$ cat src/rtl/cbss_pkg.sv
// ----------------------------------------------------------------------------
// cbss_pkg
// shared constants and types of the column boxcar signal select unit
// ----------------------------------------------------------------------------
`default_nettype none

package cbss_pkg;

    localparam int PIXEL_BITS_DEF = 16;
    localparam int MAX_HALF_DEF   = 31;
    localparam int MAX_DIM        = 4096;

    localparam int DIM_W      = 12;
    localparam int CFG_DIM_W  = 13;
    localparam int HALF_W     = 5;
    localparam int NOISE_W    = 20;
    localparam int LIMIT_W    = 25;
    localparam int LIMIT_MAX  = 1 << 24;
    localparam int COUNT_W    = 7;
    localparam int CFG_ADDR_W = 3;
    localparam int CFG_DATA_W = 25;

    localparam int QUEUE_DEPTH = 4;

    localparam logic [CFG_DIM_W-1:0] COLUMNS_RST = CFG_DIM_W'(4096);
    localparam logic [CFG_DIM_W-1:0] ROWS_RST    = CFG_DIM_W'(4096);
    localparam logic [HALF_W-1:0]    HALF_RST    = HALF_W'(12);
    localparam logic [NOISE_W-1:0]   NOISE_RST   = NOISE_W'(16);
    localparam logic [LIMIT_W-1:0]   LIMIT_RST   = LIMIT_W'(16777216);

    typedef enum logic [CFG_ADDR_W-1:0] {
        REG_COLUMNS = 3'd0,
        REG_ROWS    = 3'd1,
        REG_HALF    = 3'd2,
        REG_NOISE   = 3'd3,
        REG_LIMIT   = 3'd4,
        REG_MASK    = 3'd5
    } cfg_reg_t;

    // clamped configuration seen by the datapath
    typedef struct packed {
        logic [CFG_DIM_W-1:0] columns;
        logic [CFG_DIM_W-1:0] rows;
        logic [HALF_W-1:0]    half;
        logic [NOISE_W-1:0]   noise;
        logic [LIMIT_W-1:0]   limit;
        logic                 mask_en;
    } cfg_t;

    // classified pixel between front and back
    typedef struct packed {
        logic [DIM_W-1:0] row;
        logic [DIM_W-1:0] column;
        logic             col_end;
        logic             img_end;
        logic             good;
    } qctl_t;

    // one back-end operation
    typedef struct packed {
        logic             valid;
        logic             decide;
        logic             select;
        logic             good;
        logic             done;
        logic             last;
        logic [DIM_W-1:0] row;
        logic [DIM_W-1:0] column;
    } op_t;

endpackage

`default_nettype wire

$ cat src/rtl/cbss_front.sv
// ----------------------------------------------------------------------------
// cbss_front
// accepts pixels, tracks row and column, flags column and image end
// ----------------------------------------------------------------------------
`default_nettype none

module cbss_front #(
    parameter int PIXEL_BITS = cbss_pkg::PIXEL_BITS_DEF
) (
    input  wire logic                         aclk,
    input  wire logic                         aresetn,
    input  wire cbss_pkg::cfg_t               cfg,
    input  wire logic                         s_valid,
    output logic                              s_ready,
    input  wire logic signed [PIXEL_BITS-1:0] s_pixel_value,
    input  wire logic                         s_pixel_good,
    input  wire logic                         q_full,
    output logic                              push,
    output logic signed [PIXEL_BITS-1:0]      push_pixel,
    output cbss_pkg::qctl_t                   push_ctl
);

    logic [cbss_pkg::DIM_W-1:0] row_reg, row_next;
    logic [cbss_pkg::DIM_W-1:0] column_reg, column_next;
    logic                       accept;
    logic                       col_end;
    logic                       img_end;

    assign s_ready = !q_full;
    assign accept  = s_valid && !q_full;

    assign col_end = ({1'b0, row_reg} + cbss_pkg::CFG_DIM_W'(1)) >= cfg.rows;
    assign img_end = col_end
                     && (({1'b0, column_reg} + cbss_pkg::CFG_DIM_W'(1)) >= cfg.columns);

    always_comb begin
        row_next    = row_reg;
        column_next = column_reg;
        if (accept) begin
            if (col_end) begin
                row_next = '0;
                if (img_end) begin
                    column_next = '0;
                end else begin
                    column_next = column_reg + cbss_pkg::DIM_W'(1);
                end
            end else begin
                row_next = row_reg + cbss_pkg::DIM_W'(1);
            end
        end
    end

    always_ff @(posedge aclk) begin
        if (!aresetn) begin
            row_reg    <= '0;
            column_reg <= '0;
        end else begin
            row_reg    <= row_next;
            column_reg <= column_next;
        end
    end

    assign push             = accept;
    assign push_pixel       = s_pixel_value;
    assign push_ctl.row     = row_reg;
    assign push_ctl.column  = column_reg;
    assign push_ctl.col_end = col_end;
    assign push_ctl.img_end = img_end;
    assign push_ctl.good    = s_pixel_good;

endmodule

`default_nettype wire

$ cat src/rtl/cbss_queue.sv
// ----------------------------------------------------------------------------
// cbss_queue
// short first-in first-out queue between front and back
// ----------------------------------------------------------------------------
`default_nettype none

module cbss_queue #(
    parameter int PIXEL_BITS = cbss_pkg::PIXEL_BITS_DEF
) (
    input  wire logic                         aclk,
    input  wire logic                         aresetn,
    input  wire logic                         push,
    input  wire logic signed [PIXEL_BITS-1:0] push_pixel,
    input  wire cbss_pkg::qctl_t              push_ctl,
    output logic                              full,
    input  wire logic                         pop,
    output logic                              empty,
    output logic signed [PIXEL_BITS-1:0]      head_pixel,
    output cbss_pkg::qctl_t                   head_ctl
);

    localparam int DEPTH = cbss_pkg::QUEUE_DEPTH;
    localparam int PTR_W = (DEPTH > 1) ? $clog2(DEPTH) : 1;
    localparam int CNT_W = $clog2(DEPTH + 1);

    logic signed [PIXEL_BITS-1:0] pix_q [DEPTH];
    cbss_pkg::qctl_t              ctl_q [DEPTH];

    logic [PTR_W-1:0] wr_ptr_reg, wr_ptr_next;
    logic [PTR_W-1:0] rd_ptr_reg, rd_ptr_next;
    logic [CNT_W-1:0] fill_reg, fill_next;
    logic             do_push;
    logic             do_pop;

    assign full    = fill_reg == CNT_W'(DEPTH);
    assign empty   = fill_reg == '0;
    assign do_push = push && !full;
    assign do_pop  = pop && !empty;

    always_comb begin
        wr_ptr_next = wr_ptr_reg;
        rd_ptr_next = rd_ptr_reg;
        fill_next   = fill_reg;
        if (do_push) begin
            wr_ptr_next = (wr_ptr_reg == PTR_W'(DEPTH - 1)) ? '0 : wr_ptr_reg + PTR_W'(1);
        end
        if (do_pop) begin
            rd_ptr_next = (rd_ptr_reg == PTR_W'(DEPTH - 1)) ? '0 : rd_ptr_reg + PTR_W'(1);
        end
        if (do_push && !do_pop) begin
            fill_next = fill_reg + CNT_W'(1);
        end else if (do_pop && !do_push) begin
            fill_next = fill_reg - CNT_W'(1);
        end
    end

    always_ff @(posedge aclk) begin
        if (!aresetn) begin
            wr_ptr_reg <= '0;
            rd_ptr_reg <= '0;
            fill_reg   <= '0;
        end else begin
            wr_ptr_reg <= wr_ptr_next;
            rd_ptr_reg <= rd_ptr_next;
            fill_reg   <= fill_next;
        end
    end

    always_ff @(posedge aclk) begin
        if (do_push) begin
            pix_q[wr_ptr_reg] <= push_pixel;
            ctl_q[wr_ptr_reg] <= push_ctl;
        end
    end

    assign head_pixel = pix_q[rd_ptr_reg];
    assign head_ctl   = ctl_q[rd_ptr_reg];

endmodule

`default_nettype wire

$ cat src/rtl/cbss_back.sv
// ----------------------------------------------------------------------------
// cbss_back
// row sequencer, delay ring, running window and threshold test pipeline
// ----------------------------------------------------------------------------
`default_nettype none

module cbss_back #(
    parameter int PIXEL_BITS = cbss_pkg::PIXEL_BITS_DEF,
    parameter int MAX_HALF   = cbss_pkg::MAX_HALF_DEF
) (
    input  wire logic                         aclk,
    input  wire logic                         aresetn,
    input  wire cbss_pkg::cfg_t               cfg,
    input  wire logic                         q_empty,
    input  wire logic signed [PIXEL_BITS-1:0] q_pixel,
    input  wire cbss_pkg::qctl_t              q_ctl,
    output logic                              q_pop,
    input  wire logic                         adv,
    output cbss_pkg::op_t                     op_out
);

    localparam int RING_DEPTH = 2 * MAX_HALF + 1;
    localparam int SLOT_W     = $clog2(RING_DEPTH);
    localparam int AMT_W      = cbss_pkg::HALF_W + 1;
    localparam int WRAP_W     = ((SLOT_W > AMT_W) ? SLOT_W : AMT_W) + 1;
    localparam int SUM_W      = PIXEL_BITS + 6;
    localparam int SUM16_W    = SUM_W + 4;
    localparam int DIFF_W     = ((PIXEL_BITS + 4 > cbss_pkg::NOISE_W) ?
                                 PIXEL_BITS + 4 : cbss_pkg::NOISE_W) + 1;
    localparam int PROD_W     = DIFF_W + cbss_pkg::COUNT_W + 1;
    localparam int CMP_W      = (PROD_W > SUM16_W) ? PROD_W : SUM16_W;
    localparam int DIM_W      = cbss_pkg::DIM_W;
    localparam int COUNT_W    = cbss_pkg::COUNT_W;

    typedef enum logic [1:0] {
        SEQ_PIXEL,
        SEQ_DRAIN,
        SEQ_DONE
    } seq_state_t;

    function automatic logic [SLOT_W-1:0] slot_back(input logic [SLOT_W-1:0] slot,
                                                    input logic [AMT_W-1:0]  amt);
        logic [WRAP_W-1:0] s;
        logic [WRAP_W-1:0] a;
        s = WRAP_W'(slot);
        a = WRAP_W'(amt);
        if (s >= a) begin
            slot_back = SLOT_W'(s - a);
        end else begin
            slot_back = SLOT_W'(s + WRAP_W'(RING_DEPTH) - a);
        end
    endfunction

    function automatic logic [SLOT_W-1:0] slot_inc(input logic [SLOT_W-1:0] slot);
        if (slot == SLOT_W'(RING_DEPTH - 1)) begin
            slot_inc = '0;
        end else begin
            slot_inc = slot + SLOT_W'(1);
        end
    endfunction

    // sequencer
    seq_state_t        seq_state_reg, seq_state_next;
    logic [SLOT_W-1:0] wslot_reg, wslot_next;
    logic [DIM_W-1:0]  drain_row_reg, drain_row_next;
    logic [SLOT_W-1:0] drain_slot_reg, drain_slot_next;
    logic [DIM_W-1:0]  drain_end_reg, drain_end_next;
    logic [DIM_W-1:0]  drain_col_reg, drain_col_next;
    logic              drain_img_reg, drain_img_next;

    logic [DIM_W-1:0]  half_dim;
    logic [AMT_W-1:0]  half_amt;
    logic [AMT_W-1:0]  twice_amt;
    logic              t_ge_h;
    logic [DIM_W-1:0]  pix_d;
    logic              pix_d_ge_h;
    logic [SLOT_W-1:0] pix_dec_slot;

    cbss_pkg::op_t     a_op;
    logic              a_add;
    logic              a_drop;
    logic              a_clear;
    logic              a_wr;
    logic [SLOT_W-1:0] dec_slot;
    logic [SLOT_W-1:0] drop_slot;

    // ring of recent pixels with good bit on top
    logic [PIXEL_BITS:0]          ring_mem [RING_DEPTH];
    logic [PIXEL_BITS:0]          dec_rd_reg;
    logic signed [PIXEL_BITS-1:0] drop_rd_reg;

    // stage 1
    cbss_pkg::op_t                s1_op_reg;
    logic                         s1_add_reg;
    logic                         s1_drop_reg;
    logic                         s1_clear_reg;
    logic signed [PIXEL_BITS-1:0] s1_pixel_reg;
    cbss_pkg::op_t                s1_op_fwd;

    logic signed [SUM_W-1:0]      sum_reg, sum_next;
    logic [COUNT_W-1:0]           count_reg, count_next;
    logic signed [SUM_W-1:0]      add_term;
    logic signed [SUM_W-1:0]      drop_term;
    logic signed [SUM_W-1:0]      sum_dec;
    logic [COUNT_W-1:0]           count_dec;
    logic signed [PIXEL_BITS-1:0] dec_pixel;
    logic signed [DIFF_W-1:0]     diff;

    // stage 2
    cbss_pkg::op_t                s2_op_reg;
    logic signed [DIFF_W-1:0]     s2_diff_reg;
    logic [COUNT_W-1:0]           s2_count_reg;
    logic signed [SUM16_W-1:0]    s2_sum16_reg;

    // stage 3
    cbss_pkg::op_t                s3_op_reg;
    logic signed [PROD_W-1:0]     s3_prod_reg;
    logic signed [SUM16_W-1:0]    s3_sum16_reg;
    cbss_pkg::op_t                s3_op_fwd;

    // stage 4
    cbss_pkg::op_t                s4_op_reg;

    assign half_dim     = DIM_W'(cfg.half);
    assign half_amt     = AMT_W'(cfg.half);
    assign twice_amt    = {cfg.half, 1'b0};
    assign t_ge_h       = q_ctl.row >= half_dim;
    assign pix_d        = q_ctl.row - half_dim;
    assign pix_d_ge_h   = pix_d >= half_dim;
    assign pix_dec_slot = slot_back(wslot_reg, half_amt);

    always_comb begin
        seq_state_next  = seq_state_reg;
        wslot_next      = wslot_reg;
        drain_row_next  = drain_row_reg;
        drain_slot_next = drain_slot_reg;
        drain_end_next  = drain_end_reg;
        drain_col_next  = drain_col_reg;
        drain_img_next  = drain_img_reg;
        a_op            = '0;
        a_add           = 1'b0;
        a_drop          = 1'b0;
        a_clear         = 1'b0;
        a_wr            = 1'b0;
        dec_slot        = pix_dec_slot;
        drop_slot       = slot_back(wslot_reg, twice_amt);
        q_pop           = 1'b0;
        case (seq_state_reg)
            SEQ_PIXEL: begin
                if (!q_empty) begin
                    a_op.valid  = 1'b1;
                    a_op.decide = t_ge_h;
                    a_op.last   = !q_ctl.col_end;
                    a_op.row    = pix_d;
                    a_op.column = q_ctl.column;
                    a_add       = 1'b1;
                    a_wr        = 1'b1;
                    a_drop      = t_ge_h && pix_d_ge_h;
                    if (adv) begin
                        q_pop = 1'b1;
                        if (q_ctl.col_end) begin
                            seq_state_next  = SEQ_DRAIN;
                            wslot_next      = '0;
                            drain_row_next  = t_ge_h ? pix_d + DIM_W'(1) : '0;
                            drain_slot_next = t_ge_h ? slot_inc(pix_dec_slot) : '0;
                            drain_end_next  = q_ctl.row;
                            drain_col_next  = q_ctl.column;
                            drain_img_next  = q_ctl.img_end;
                        end else begin
                            wslot_next = slot_inc(wslot_reg);
                        end
                    end
                end
            end
            SEQ_DRAIN: begin
                a_op.valid  = 1'b1;
                a_op.decide = 1'b1;
                a_op.last   = (drain_row_reg == drain_end_reg) && !drain_img_reg;
                a_op.row    = drain_row_reg;
                a_op.column = drain_col_reg;
                a_drop      = drain_row_reg >= half_dim;
                a_clear     = drain_row_reg == drain_end_reg;
                dec_slot    = drain_slot_reg;
                drop_slot   = slot_back(drain_slot_reg, half_amt);
                if (adv) begin
                    if (drain_row_reg == drain_end_reg) begin
                        seq_state_next = drain_img_reg ? SEQ_DONE : SEQ_PIXEL;
                    end else begin
                        drain_row_next  = drain_row_reg + DIM_W'(1);
                        drain_slot_next = slot_inc(drain_slot_reg);
                    end
                end
            end
            SEQ_DONE: begin
                a_op.valid = 1'b1;
                a_op.done  = 1'b1;
                a_op.last  = 1'b1;
                if (adv) begin
                    seq_state_next = SEQ_PIXEL;
                end
            end
            default: begin
                seq_state_next = SEQ_PIXEL;
            end
        endcase
    end

    always_ff @(posedge aclk) begin
        if (!aresetn) begin
            seq_state_reg  <= SEQ_PIXEL;
            wslot_reg      <= '0;
            drain_row_reg  <= '0;
            drain_slot_reg <= '0;
            drain_end_reg  <= '0;
            drain_col_reg  <= '0;
            drain_img_reg  <= 1'b0;
        end else begin
            seq_state_reg  <= seq_state_next;
            wslot_reg      <= wslot_next;
            drain_row_reg  <= drain_row_next;
            drain_slot_reg <= drain_slot_next;
            drain_end_reg  <= drain_end_next;
            drain_col_reg  <= drain_col_next;
            drain_img_reg  <= drain_img_next;
        end
    end

    always_ff @(posedge aclk) begin
        if (adv) begin
            if (a_wr) begin
                ring_mem[wslot_reg] <= {q_ctl.good, q_pixel};
            end
            dec_rd_reg  <= ring_mem[dec_slot];
            drop_rd_reg <= ring_mem[drop_slot][PIXEL_BITS-1:0];
        end
    end

    // stage 1: window update and margin
    assign add_term  = s1_add_reg ? SUM_W'(s1_pixel_reg) : '0;
    assign drop_term = s1_drop_reg ? SUM_W'(drop_rd_reg) : '0;
    assign sum_dec   = sum_reg + add_term - drop_term;
    assign count_dec = count_reg + COUNT_W'(s1_add_reg) - COUNT_W'(s1_drop_reg);
    assign dec_pixel = dec_rd_reg[PIXEL_BITS-1:0];
    assign diff      = (DIFF_W'(dec_pixel) <<< 4) - DIFF_W'($signed(cfg.noise));

    always_comb begin
        sum_next   = sum_reg;
        count_next = count_reg;
        if (adv && s1_op_reg.valid) begin
            sum_next   = s1_clear_reg ? '0 : sum_dec;
            count_next = s1_clear_reg ? '0 : count_dec;
        end
    end

    always_ff @(posedge aclk) begin
        if (!aresetn) begin
            sum_reg   <= '0;
            count_reg <= '0;
        end else begin
            sum_reg   <= sum_next;
            count_reg <= count_next;
        end
    end

    // operations with the good bit and the test outcome filled in
    always_comb begin
        s1_op_fwd        = s1_op_reg;
        s1_op_fwd.good   = dec_rd_reg[PIXEL_BITS];
        s3_op_fwd        = s3_op_reg;
        s3_op_fwd.select = CMP_W'(s3_prod_reg) > CMP_W'(s3_sum16_reg);
    end

    always_ff @(posedge aclk) begin
        if (!aresetn) begin
            s1_op_reg.valid <= 1'b0;
            s2_op_reg.valid <= 1'b0;
            s3_op_reg.valid <= 1'b0;
            s4_op_reg.valid <= 1'b0;
        end else if (adv) begin
            s1_op_reg          <= a_op;
            s1_add_reg         <= a_add;
            s1_drop_reg        <= a_drop;
            s1_clear_reg       <= a_clear;
            s1_pixel_reg       <= q_pixel;

            s2_op_reg          <= s1_op_fwd;
            s2_diff_reg        <= diff;
            s2_count_reg       <= count_dec;
            s2_sum16_reg       <= $signed({sum_dec, 4'b0000});

            s3_op_reg          <= s2_op_reg;
            s3_prod_reg        <= PROD_W'(s2_diff_reg)
                                  * PROD_W'($signed({1'b0, s2_count_reg}));
            s3_sum16_reg       <= s2_sum16_reg;

            s4_op_reg          <= s3_op_fwd;
        end
    end

    assign op_out = s4_op_reg;

endmodule

`default_nettype wire

$ cat src/rtl/cbss_emit.sv
// ----------------------------------------------------------------------------
// cbss_emit
// hit counting, overflow and done results, last flag and output register
// ----------------------------------------------------------------------------
`default_nettype none

module cbss_emit (
    input  wire logic                             aclk,
    input  wire logic                             aresetn,
    input  wire cbss_pkg::cfg_t                   cfg,
    input  wire cbss_pkg::op_t                    op,
    output logic                                  adv,
    output logic                                  m_valid,
    input  wire logic                             m_ready,
    output logic [cbss_pkg::DIM_W-1:0]            m_hit_column,
    output logic [cbss_pkg::DIM_W-1:0]            m_hit_row,
    output logic                                  m_overflow,
    output logic                                  m_image_done,
    output logic [cbss_pkg::LIMIT_W-1:0]          m_hit_total,
    output logic                                  m_run_last
);

    typedef struct packed {
        logic [cbss_pkg::DIM_W-1:0]   column;
        logic [cbss_pkg::DIM_W-1:0]   row;
        logic                         overflow;
        logic                         image_done;
        logic [cbss_pkg::LIMIT_W-1:0] total;
    } res_t;

    logic [cbss_pkg::LIMIT_W-1:0] hit_cnt_reg, hit_cnt_next;
    logic                         ovf_seen_reg, ovf_seen_next;
    res_t                         hold_reg, hold_next;
    logic                         hold_valid_reg, hold_valid_next;
    logic                         hold_final_reg, hold_final_next;
    res_t                         out_reg, out_next;
    logic                         out_last_reg, out_last_next;
    logic                         m_valid_reg, m_valid_next;

    logic out_free;
    logic flush;
    logic take;
    logic sel;
    res_t res;
    logic res_valid;
    logic load_out;

    assign out_free = !m_valid_reg || m_ready;
    assign flush    = hold_valid_reg && hold_final_reg;
    assign adv      = out_free && !flush;
    assign take     = adv && op.valid;
    assign sel      = op.decide && op.select && (!cfg.mask_en || op.good);

    // result of the current operation
    always_comb begin
        res           = '0;
        res_valid     = 1'b0;
        hit_cnt_next  = hit_cnt_reg;
        ovf_seen_next = ovf_seen_reg;
        if (take) begin
            if (sel && !ovf_seen_reg) begin
                res_valid  = 1'b1;
                res.column = op.column;
                res.row    = op.row;
                if (hit_cnt_reg >= cfg.limit) begin
                    res.overflow  = 1'b1;
                    ovf_seen_next = 1'b1;
                end else begin
                    hit_cnt_next = hit_cnt_reg + cbss_pkg::LIMIT_W'(1);
                end
            end
            if (op.done) begin
                if (!ovf_seen_reg) begin
                    res_valid      = 1'b1;
                    res.image_done = 1'b1;
                    res.total      = hit_cnt_reg;
                end
                hit_cnt_next  = '0;
                ovf_seen_next = 1'b0;
            end
        end
    end

    // one result held back until the next one or the end of the transaction
    always_comb begin
        load_out        = 1'b0;
        out_next        = out_reg;
        out_last_next   = out_last_reg;
        hold_next       = hold_reg;
        hold_valid_next = hold_valid_reg;
        hold_final_next = hold_final_reg;
        if (flush) begin
            if (out_free) begin
                load_out        = 1'b1;
                out_next        = hold_reg;
                out_last_next   = 1'b1;
                hold_valid_next = 1'b0;
                hold_final_next = 1'b0;
            end
        end else if (take) begin
            if (res_valid && hold_valid_reg) begin
                load_out        = 1'b1;
                out_next        = hold_reg;
                out_last_next   = 1'b0;
                hold_next       = res;
                hold_final_next = op.last;
            end else if (res_valid) begin
                if (op.last) begin
                    load_out      = 1'b1;
                    out_next      = res;
                    out_last_next = 1'b1;
                end else begin
                    hold_valid_next = 1'b1;
                    hold_final_next = 1'b0;
                    hold_next       = res;
                end
            end else if (hold_valid_reg && op.last) begin
                load_out        = 1'b1;
                out_next        = hold_reg;
                out_last_next   = 1'b1;
                hold_valid_next = 1'b0;
            end
        end
        if (load_out) begin
            m_valid_next = 1'b1;
        end else if (m_ready) begin
            m_valid_next = 1'b0;
        end else begin
            m_valid_next = m_valid_reg;
        end
    end

    always_ff @(posedge aclk) begin
        if (!aresetn) begin
            hit_cnt_reg    <= '0;
            ovf_seen_reg   <= 1'b0;
            hold_valid_reg <= 1'b0;
            hold_final_reg <= 1'b0;
            m_valid_reg    <= 1'b0;
        end else begin
            hit_cnt_reg    <= hit_cnt_next;
            ovf_seen_reg   <= ovf_seen_next;
            hold_valid_reg <= hold_valid_next;
            hold_final_reg <= hold_final_next;
            m_valid_reg    <= m_valid_next;
        end
    end

    always_ff @(posedge aclk) begin
        hold_reg     <= hold_next;
        out_reg      <= out_next;
        out_last_reg <= out_last_next;
    end

    assign m_valid      = m_valid_reg;
    assign m_hit_column = out_reg.column;
    assign m_hit_row    = out_reg.row;
    assign m_overflow   = out_reg.overflow;
    assign m_image_done = out_reg.image_done;
    assign m_hit_total  = out_reg.total;
    assign m_run_last   = out_last_reg;

endmodule

`default_nettype wire

$ cat src/rtl/column_boxcar_signal_select_unit.sv
// ----------------------------------------------------------------------------
// column_boxcar_signal_select_unit
// running-mean threshold detector over image columns in column-major order
//
//   channel   direction  handshake            payload
//   s_        in         s_valid / s_ready    pixel_value, pixel_good
//   m_        out        m_valid / m_ready    hit_column, hit_row, overflow,
//                                             image_done, hit_total, run_last
//   cfg_      in         cfg_wr_en            cfg_index, cfg_wdata
//
// one pixel per cycle while results are taken; at each column end the row sequencer
// drains the last min(window_half, image_rows) rows without taking pixels, and it
// adds a done operation at image end
// a transaction whose last result follows a held result stalls while that one is flushed
// synchronous active-low reset, no clearing pass; the ring is written before read
// a low m_ready while a result waits freezes the back pipeline; a four-entry queue buffers the input
// ----------------------------------------------------------------------------
`default_nettype none

module column_boxcar_signal_select_unit #(
    parameter int PIXEL_BITS = cbss_pkg::PIXEL_BITS_DEF,
    parameter int MAX_HALF   = cbss_pkg::MAX_HALF_DEF
) (
    input  wire logic                                aclk,
    input  wire logic                                aresetn,
    input  wire logic                                cfg_wr_en,
    input  wire logic [cbss_pkg::CFG_ADDR_W-1:0]     cfg_index,
    input  wire logic [cbss_pkg::CFG_DATA_W-1:0]     cfg_wdata,
    input  wire logic                                s_valid,
    output logic                                     s_ready,
    input  wire logic signed [PIXEL_BITS-1:0]        s_pixel_value,
    input  wire logic                                s_pixel_good,
    output logic                                     m_valid,
    input  wire logic                                m_ready,
    output logic [cbss_pkg::DIM_W-1:0]               m_hit_column,
    output logic [cbss_pkg::DIM_W-1:0]               m_hit_row,
    output logic                                     m_overflow,
    output logic                                     m_image_done,
    output logic [cbss_pkg::LIMIT_W-1:0]             m_hit_total,
    output logic                                     m_run_last
);

    localparam int CD_W = cbss_pkg::CFG_DIM_W;
    localparam int HW   = cbss_pkg::HALF_W;
    localparam int LW   = cbss_pkg::LIMIT_W;

    logic [CD_W-1:0]              columns_reg;
    logic [CD_W-1:0]              rows_reg;
    logic [HW-1:0]                half_reg;
    logic [cbss_pkg::NOISE_W-1:0] noise_reg;
    logic [LW-1:0]                limit_reg;
    logic                         mask_reg;

    cbss_pkg::cfg_t               cfg;

    logic                         push;
    logic signed [PIXEL_BITS-1:0] push_pixel;
    cbss_pkg::qctl_t              push_ctl;
    logic                         q_full;
    logic                         q_empty;
    logic                         q_pop;
    logic signed [PIXEL_BITS-1:0] q_pixel;
    cbss_pkg::qctl_t              q_ctl;
    logic                         adv;
    cbss_pkg::op_t                op;

    always_ff @(posedge aclk) begin
        if (!aresetn) begin
            columns_reg <= cbss_pkg::COLUMNS_RST;
            rows_reg    <= cbss_pkg::ROWS_RST;
            half_reg    <= cbss_pkg::HALF_RST;
            noise_reg   <= cbss_pkg::NOISE_RST;
            limit_reg   <= cbss_pkg::LIMIT_RST;
            mask_reg    <= 1'b0;
        end else if (cfg_wr_en) begin
            case (cfg_index)
                cbss_pkg::REG_COLUMNS: columns_reg <= cfg_wdata[CD_W-1:0];
                cbss_pkg::REG_ROWS:    rows_reg    <= cfg_wdata[CD_W-1:0];
                cbss_pkg::REG_HALF:    half_reg    <= cfg_wdata[HW-1:0];
                cbss_pkg::REG_NOISE:   noise_reg   <= cfg_wdata[cbss_pkg::NOISE_W-1:0];
                cbss_pkg::REG_LIMIT:   limit_reg   <= cfg_wdata[LW-1:0];
                cbss_pkg::REG_MASK:    mask_reg    <= cfg_wdata[0];
                default: begin
                end
            endcase
        end
    end

    // clamp to the legal ranges
    always_comb begin
        cfg.columns = (columns_reg == '0) ? CD_W'(1) :
                      (columns_reg > CD_W'(cbss_pkg::MAX_DIM)) ? CD_W'(cbss_pkg::MAX_DIM) :
                      columns_reg;
        cfg.rows    = (rows_reg == '0) ? CD_W'(1) :
                      (rows_reg > CD_W'(cbss_pkg::MAX_DIM)) ? CD_W'(cbss_pkg::MAX_DIM) :
                      rows_reg;
        cfg.half    = (half_reg == '0) ? HW'(1) :
                      (half_reg > HW'(MAX_HALF)) ? HW'(MAX_HALF) : half_reg;
        cfg.noise   = noise_reg;
        cfg.limit   = (limit_reg > LW'(cbss_pkg::LIMIT_MAX)) ? LW'(cbss_pkg::LIMIT_MAX) :
                      limit_reg;
        cfg.mask_en = mask_reg;
    end

    cbss_front #(
        .PIXEL_BITS (PIXEL_BITS)
    ) u_front (
        .aclk          (aclk),
        .aresetn       (aresetn),
        .cfg           (cfg),
        .s_valid       (s_valid),
        .s_ready       (s_ready),
        .s_pixel_value (s_pixel_value),
        .s_pixel_good  (s_pixel_good),
        .q_full        (q_full),
        .push          (push),
        .push_pixel    (push_pixel),
        .push_ctl      (push_ctl)
    );

    cbss_queue #(
        .PIXEL_BITS (PIXEL_BITS)
    ) u_queue (
        .aclk       (aclk),
        .aresetn    (aresetn),
        .push       (push),
        .push_pixel (push_pixel),
        .push_ctl   (push_ctl),
        .full       (q_full),
        .pop        (q_pop),
        .empty      (q_empty),
        .head_pixel (q_pixel),
        .head_ctl   (q_ctl)
    );

    cbss_back #(
        .PIXEL_BITS (PIXEL_BITS),
        .MAX_HALF   (MAX_HALF)
    ) u_back (
        .aclk    (aclk),
        .aresetn (aresetn),
        .cfg     (cfg),
        .q_empty (q_empty),
        .q_pixel (q_pixel),
        .q_ctl   (q_ctl),
        .q_pop   (q_pop),
        .adv     (adv),
        .op_out  (op)
    );

    cbss_emit u_emit (
        .aclk         (aclk),
        .aresetn      (aresetn),
        .cfg          (cfg),
        .op           (op),
        .adv          (adv),
        .m_valid      (m_valid),
        .m_ready      (m_ready),
        .m_hit_column (m_hit_column),
        .m_hit_row    (m_hit_row),
        .m_overflow   (m_overflow),
        .m_image_done (m_image_done),
        .m_hit_total  (m_hit_total),
        .m_run_last   (m_run_last)
    );

endmodule

`default_nettype wire
$ cat config.mk
export PLATFORM = sky130hd
export DESIGN_NAME = column_boxcar_signal_select_unit
export DESIGN_NICKNAME = d
export VERILOG_FILES = /design/src/rtl/cbss_pkg.sv /design/src/rtl/cbss_front.sv /design/src/rtl/cbss_queue.sv /design/src/rtl/cbss_back.sv /design/src/rtl/cbss_emit.sv /design/src/rtl/column_boxcar_signal_select_unit.sv
export SDC_FILE = /design/constraint.sdc
export NUM_CORES = 2
export LEC_CHECK = 0
export BUFFER_PORTS_ARGS = -buffer_cell sky130_fd_sc_hd__buf_4
export CORE_MARGIN = 2
export CORE_UTILIZATION = 53
export DETAILED_ROUTE_END_ITERATION = 10
export PLACE_DENSITY = 0.67
export SYNTH_ARGS = -nofsm -noshare
export SYNTH_HDL_FRONTEND = slang
export SYNTH_SLANG_ARGS = --single-unit
$ cat constraint.sdc
create_clock -name aclk -period 13.6 [get_ports aclk]
set_input_delay 0 -clock aclk [delete_from_list [all_inputs] [get_ports aclk]]
set_output_delay 0 -clock aclk [all_outputs]
set_load 0.03 [all_outputs]
-- Word-level counts from Yosys, hierarchy flattened
Memories as Yosys holds them, arrays and structs flattened. A register that Yosys moved wholly into a read port is not among the register bits.
Index checks and enable logic that the tools add are counted.
- bits in registers: 556
- RAM bits: 1243
- input bits: 50
- output and inout bits: 54
- logic and storage cells: 336
- memories kept: 3
- add/subtract/negate cells: 28
- $mul: 1
- magnitude comparators: 14
- equal/unequal tests: 28
- multiplexer cells: 123
- bitwise operators: 2
- reduce and logical (&&, ||, !) cells: 64
- memory list (name ; depth ; width ; read ports ; clocked after memory_dff ; write ports ; RTL line ; text):
    u_back.ring_mem ; 63 ; 17 ; 2 ; 2 ; 1 ; cbss_back.sv:88 ; logic [PIXEL_BITS:0] ring_mem [RING_DEPTH];
    u_queue.ctl_q ; 4 ; 27 ; 1 ; 1 ; 1 ; cbss_queue.sv:27 ; cbss_pkg::qctl_t ctl_q [DEPTH];
    u_queue.pix_q ; 4 ; 16 ; 1 ; 1 ; 1 ; cbss_queue.sv:26 ; logic signed [PIXEL_BITS-1:0] pix_q [DEPTH];
- operators by type and width (kind ; number):
    two-way mux 51 bit ; 10
    two-way mux 25 bit ; 6
    two-way mux 12 bit ; 8
    two-way mux 6 bit ; 15
    two-way mux 22 bit ; 3
    two-way mux 13 bit ; 4
    two-way mux 26 bit ; 2
    adder 12 x 1 -> 12 bit, second input constant ; 4
    two-way mux 1 bit ; 48
    one-hot mux 24 bit (2 select lines) ; 1
    greater-or-equal comparator 12 x 5 -> 1 bit ; 3
    > comparator 29 x 26 -> 1 bit ; 1
    multiplier 21 x 8 -> 29 bit ; 1
    two-way mux 2 bit ; 14
    adder 12 x 1 -> 13 bit, second input constant ; 2
    greater-or-equal comparator 13 bit ; 2
    > comparator 13 bit, second input constant ; 2
    zero test 13 bit ; 2
    adder 25 x 1 -> 25 bit, second input constant ; 1
    greater-or-equal comparator 25 bit ; 1
    > comparator 25 bit, second input constant ; 1
    one-hot mux 12 bit (2 select lines) ; 1
    subtractor 6 x 5 -> 6 bit ; 4
    adder 22 bit ; 1
    49 further kinds ; 123

-- Logic depth before layout (Yosys ltp)
- word-level depth: 13
- depth in mapped cells: 21
- mapped depth without buffers: 20

-- Hierarchy
A second synthesis with hierarchy kept.
- cell total of the unflattened synthesis: 7753
- area total of the unflattened synthesis: 94952.3 sq um
- by module, submodules not included (module ; instances ; cells an instance ; area an instance (sq um) ; seq. area each (sq um)):
    cbss_back ; 1 ; 6210 ; 76004.1 ; 41800.1
    cbss_queue ; 1 ; 276 ; 6740.2 ; 5345.1
    cbss_emit ; 1 ; 567 ; 6603.8 ; 3673.5
    column_boxcar_signal_select_unit ; 1 ; 405 ; 3316.9 ; 1541.5
    cbss_front ; 1 ; 295 ; 2287.2 ; 480.5

-- Worst setup path before layout
No wires, ideal clock.
- kind: reg2reg
- from: register u_emit.m_valid_reg (netlist: u_emit.m_valid)
- to: register u_back.s4_op_reg, in the netlist u_back.op_out[0], enable pin
- setup time: 0.830 ns
- data arrival time: 10.347 ns
- data required time: 12.770 ns
- setup slack: 2.424 ns
- cell stages (with the launch flop): 4
- path buffers: 0
- period minus slack after synthesis: 11.176 ns
- cells stage by stage: dfxtp_1 > nand2b_1 > nand2_1 > nor2_1
- longest elaborated chain between the ends: 4
- RTL lines (what ; RTL line ; text):
    start, declared ; cbss_emit.sv:38 ; logic m_valid_reg, m_valid_next;
    start signal, assigned ; cbss_emit.sv:145 ; m_valid_reg <= m_valid_next;
    zero test 1 bit ; cbss_emit.sv:48 ; assign out_free = !m_valid_reg || m_ready;
    logical OR 1 bit ; cbss_emit.sv:48 ;
    logical AND 1 bit ; cbss_emit.sv:50 ; assign adv = out_free && !flush;
    AND reduction 2 bit (no line) ; n/a ;
    end signal, assigned ; cbss_back.sv:296 ; s4_op_reg <= s3_op_fwd;
    end, declared ; cbss_back.sv:122 ; cbss_pkg::op_t s4_op_reg;
Every way passes these cells.
A chain may end at the register's enable or synchronous reset.

-- Worst setup path after layout
- from: register half_reg[1]
- to: register u_back.drop_rd_reg[12] (read register of u_back.ring_mem) (data pin)
- longest elaborated chain between the ends: 6
- elaborated cells between the ends (all ways): 13
- those cells by class: add/sub: 4; order compare: 3; mux: 5; reduce/logical: 1
- RTL lines (what ; RTL line ; text):
    start, declared ; column_boxcar_signal_select_unit.sv:49 ; logic [HW-1:0] half_reg;
    start signal, assigned ; column_boxcar_signal_select_unit.sv:71 ; half_reg <= cbss_pkg::HALF_RST;
    start signal, assigned ; column_boxcar_signal_select_unit.sv:79 ; cbss_pkg::REG_HALF: half_reg <= cfg_wdata[HW-1:0];
    > comparator 5 bit ; column_boxcar_signal_select_unit.sv:98 ; (half_reg > HW'(MAX_HALF)) ? HW'(MAX_HALF) : half_reg;
    two-way mux 5 bit ; column_boxcar_signal_select_unit.sv:98 ;
    two-way mux 5 bit (*) ; column_boxcar_signal_select_unit.sv:97 ; cfg.half = (half_reg == '0) ? HW'(1) :
    subtractor 6 x 5 -> 6 bit, or another cell as far along ; cbss_back.sv:50 ; slot_back = SLOT_W'(s + WRAP_W'(RING_DEPTH) - a);
    two-way mux 6 bit ; cbss_back.sv:47 ; if (s >= a) begin
    two-way mux 6 bit (*) ; cbss_back.sv:148 ; case (seq_state_reg)
    end, declared ; cbss_back.sv:90 ; logic signed [PIXEL_BITS-1:0] drop_rd_reg;
Mark *: on every way between the ends. The rest lies on a longest branch, timed or not.

==> metrics.cfg <==
[status]
outcome=complete, no violations

[clock_tree]
cts_tree=built
insertion_delay_ns=0.86
clkSinkCount=1834
clk_path_buf_depth=3
clk_pin_slew_worst_paths_ns=0.07
htreeDepth=4
numCtsBuffers=190
ctsRootBufferMaster=clkbuf_16
ctsResizeCount=0
post_cts_buffers=0

[yosys]
synth-main-ff-cell=edfxtp_1
synth_top_area_frac=0.530
yosysSeqAreaShare=0.579
synth.largest_area_cell=edfxtp_1
syn_area_um2=91200
synth_edf_count=1611
synth_cells=7354
synthDistinctLibCells=98
avgSynthCellArea_um2=12.4
synth_area_leaders=edfxtp_1 (53%), mux4_2 (7.0%), nand2_1 (5.6%), dfxtp_1 (4.9%), ha_1 (3.4%)
ys_seq_elements=1834
ys.warnings.count=0
synth_nets=7790
async_reset_ff_frac=0

[final_layout]
area_growth_pct=11.5
largest_register=u_back.ring_mem
largest_register_ffs=1071
drive_gt1_frac=0.132
reg_top3=u_back.ring_mem: 1071 flops, u_queue.ctl_q: 108 flops, u_queue.pix_q: 64 flops
nets=7887
fill_cells=13296

[sta]
maxClockFrequency_mhz=144
worst_pin_slew_ns=1.33
hold_viol_final=0
period_needed_ns=6.94
rsz0062_at_grt=false
skew_ns=0.0281
setup_viol=0
tns_ns=0
slew_viol_final=0
period_share=0.511
max-slew-margin-rel=0.113

[flow_run]
maxCapViolCount=0

[critical_path]
r2r-end=u_back.drop_rd_reg[12]
path_max_fanout=195
startpoint_type=flop
end_kind=flop
path_class=reg2reg
crit_family=buffers and inverters
crit_arrival_ns=7.65
slowest_stage=o21ai_0
path_cells=inv_1 -> a41o_1 -> ha_1 -> inv_1 -> fa_1 -> and2_1 -> a221oi_1 -> nand4b_1 -> o211ai_4 -> buf_4 -> buf_12 -> buf_12 -> nand2_1 -> nand3_1 -> a21oi_1 -> o21ai_0 -> and4_1
worst-r2r-setup-slack_ns=6.66
cp.required_ns=14.30
reg2reg_depth=17
timing.rr.start=half_reg[1]
worst-path-buf-inv=5
max_stage_delay_ns=1.02

[route]
drtPass1Iterations=7
vias=62765
drtAntennaViolNets=0
wl_per_cell_um=27.3
wirelength_um=271000
drtIter0Drc=8040
drcViolationCount=0
vias_per_cell=6.32

[floorplanning]
rows=152
core_um2=171000
die_x_um=419
die_area_um2=175000
pin_count=104
initial_utilization=0.532
die_h_um=419

[global_routing]
met2_usage=0.476
grt-busiest-layer=met2
met1_usage=0.395
overflow=0
grt_pass1_wl_um=398000
grt_max_degree=196
antenna_found_initial=24
grtUsageMet3=0.0765
grt_pass1_vias=60907
grt_util_all_layers=0.308

[placed_design]
portBuffers=103
gp_congestion=0.922
dp_hpwl_um=167000

[min_path]
min_path_cells=4
hold_class=in2reg
hold_end=columns_reg[6]
hold_start=cfg_wdata[6]

[kinds of logic (layout without fill, tap and decap cells)]
logic type,after synthesis,count (layout),share of synthesized area
adders and majority gates,387,387,0.0647
AOI/OAI and AO/OA,1102,1102,0.0815
buffers and inverters,763,1025,0.0350
other,0,7,0
muxes,512,512,0.0956
DFF,1834,1834,0.579
and+or+nand+nor,2598,2598,0.129
xor gates and xnor gates,158,158,0.0152
[worst max path at each step]
| stage | start | to | cells after the start |
|---|---|---|---|
| floorplan | u_emit.m_valid | u_back.op_out[0] | 3 |
| global placement | half_reg[1] | u_back.drop_rd_reg[4] | 16 |
| detailed placement | half_reg[1] | u_back.drop_rd_reg[4] | 16 |
| CTS | half_reg[1] | u_back.drop_rd_reg[4] | 16 |
| global route | half_reg[1] | u_back.drop_rd_reg[3] | 15 |
| finish | half_reg[1] | u_back.drop_rd_reg[12] | 17 |
[worst min-delay path, stage by stage]
cell           delay (ns)
dlygate4sd3_1        0.57
buf_4                0.19
nand2_1              0.07
a21oi_1              0.05
[routing by layer]
metal	up-vias	wire, um
met4	22	18000
met2	3516	123000
met5	-	136
li1	27308	-
met3	765	29200
met1	31154	100000
[synthesized netlist by cell type (26+ instances only)]
cell	instances
xor2_1	62
a21oi_1	323
nand2_1	1371
nand2b_1	26
buf_1	51
nor2_1	360
inv_1	322
mux2_2	52
nor3_1	54
nand4_1	30
and2_1	209
a22oi_1	27
clkbuf_1	217
nor2b_1	28
o21ai_0	128
nand3_1	240
a32oi_1	32
o211ai_1	31
mux4_2	282
edfxtp_1	1611
fa_1	141
buf_2	137
xnor2_1	96
mux2i_1	176
dfxtp_1	223
a31oi_1	135
a211oi_1	61
and3_1	141
a311oi_1	89
a21o_1	44
ha_1	245
[layout make-up]
type                            instances  area (um2)  area share
Antenna cell                            7        17.5    0.000172
Clock buffer                          252        5160      0.0508
Clock inverter                        105        1090      0.0107
Inverter                              326        1230      0.0121
Multi-Input combinational cell       4757       35600       0.350
Sequential cell                      1834       52800       0.520
Tap cell                             2310        2890      0.0284
Timing Repair Buffer                  342        2900      0.0285
[placed cells by master, fill, tap and decap left out, drive strengths merged, types with 21 or more instances in the layout]
cell,count
mux2i,176
a21oi,326
o21ai,133
xor2,62
buf,251
a22oi,27
nor3,57
dfxtp,223
a32oi,32
and2,210
mux2,54
edfxtp,1611
nor2,362
a21o,44
o211ai,34
clkbuf,252
o21a,26
xnor2,96
a221oi,25
inv,330
fa,141
a31oi,137
a311oi,89
dlygate4sd3,91
nand2b,26
nand3,240
nor3b,23
and3,141
or3,21
nand4,31
nand2,1371
a211oi,74
o22ai,22
ha,245
nor2b,28
nor4,24
clkinv,73
mux4,282
[through the flow]
step / area (um2) / hold WS [ns] / cells / util / worst slack, ns
5_1_grt: 102000 / 0.0572 / 9927 / 0.593 / 6.40
4_1_cts: 102000 / 0.0165 / 9925 / 0.593 / 6.72
3_3_place_gp: 94500 / 0.201 / 9477 / 0.552 / 6.82
6_report: 102000 / 0.0792 / 9933 / 0.594 / 6.66
3_5_place_dp: 94500 / 0.205 / 9477 / 0.552 / 6.74
2_1_floorplan: 91200 / 0.0989 / 7354 / - / 2.42
[timing repair]
item | in CTS | in global routing
hold buffers | 91 | 0
setup endpoints to repair | 0 | 0
hold endpoints to repair | 242 | 0
Power is not shown: default switching activity piles up to over one toggle a cycle in this logic, so the estimate is an artifact.
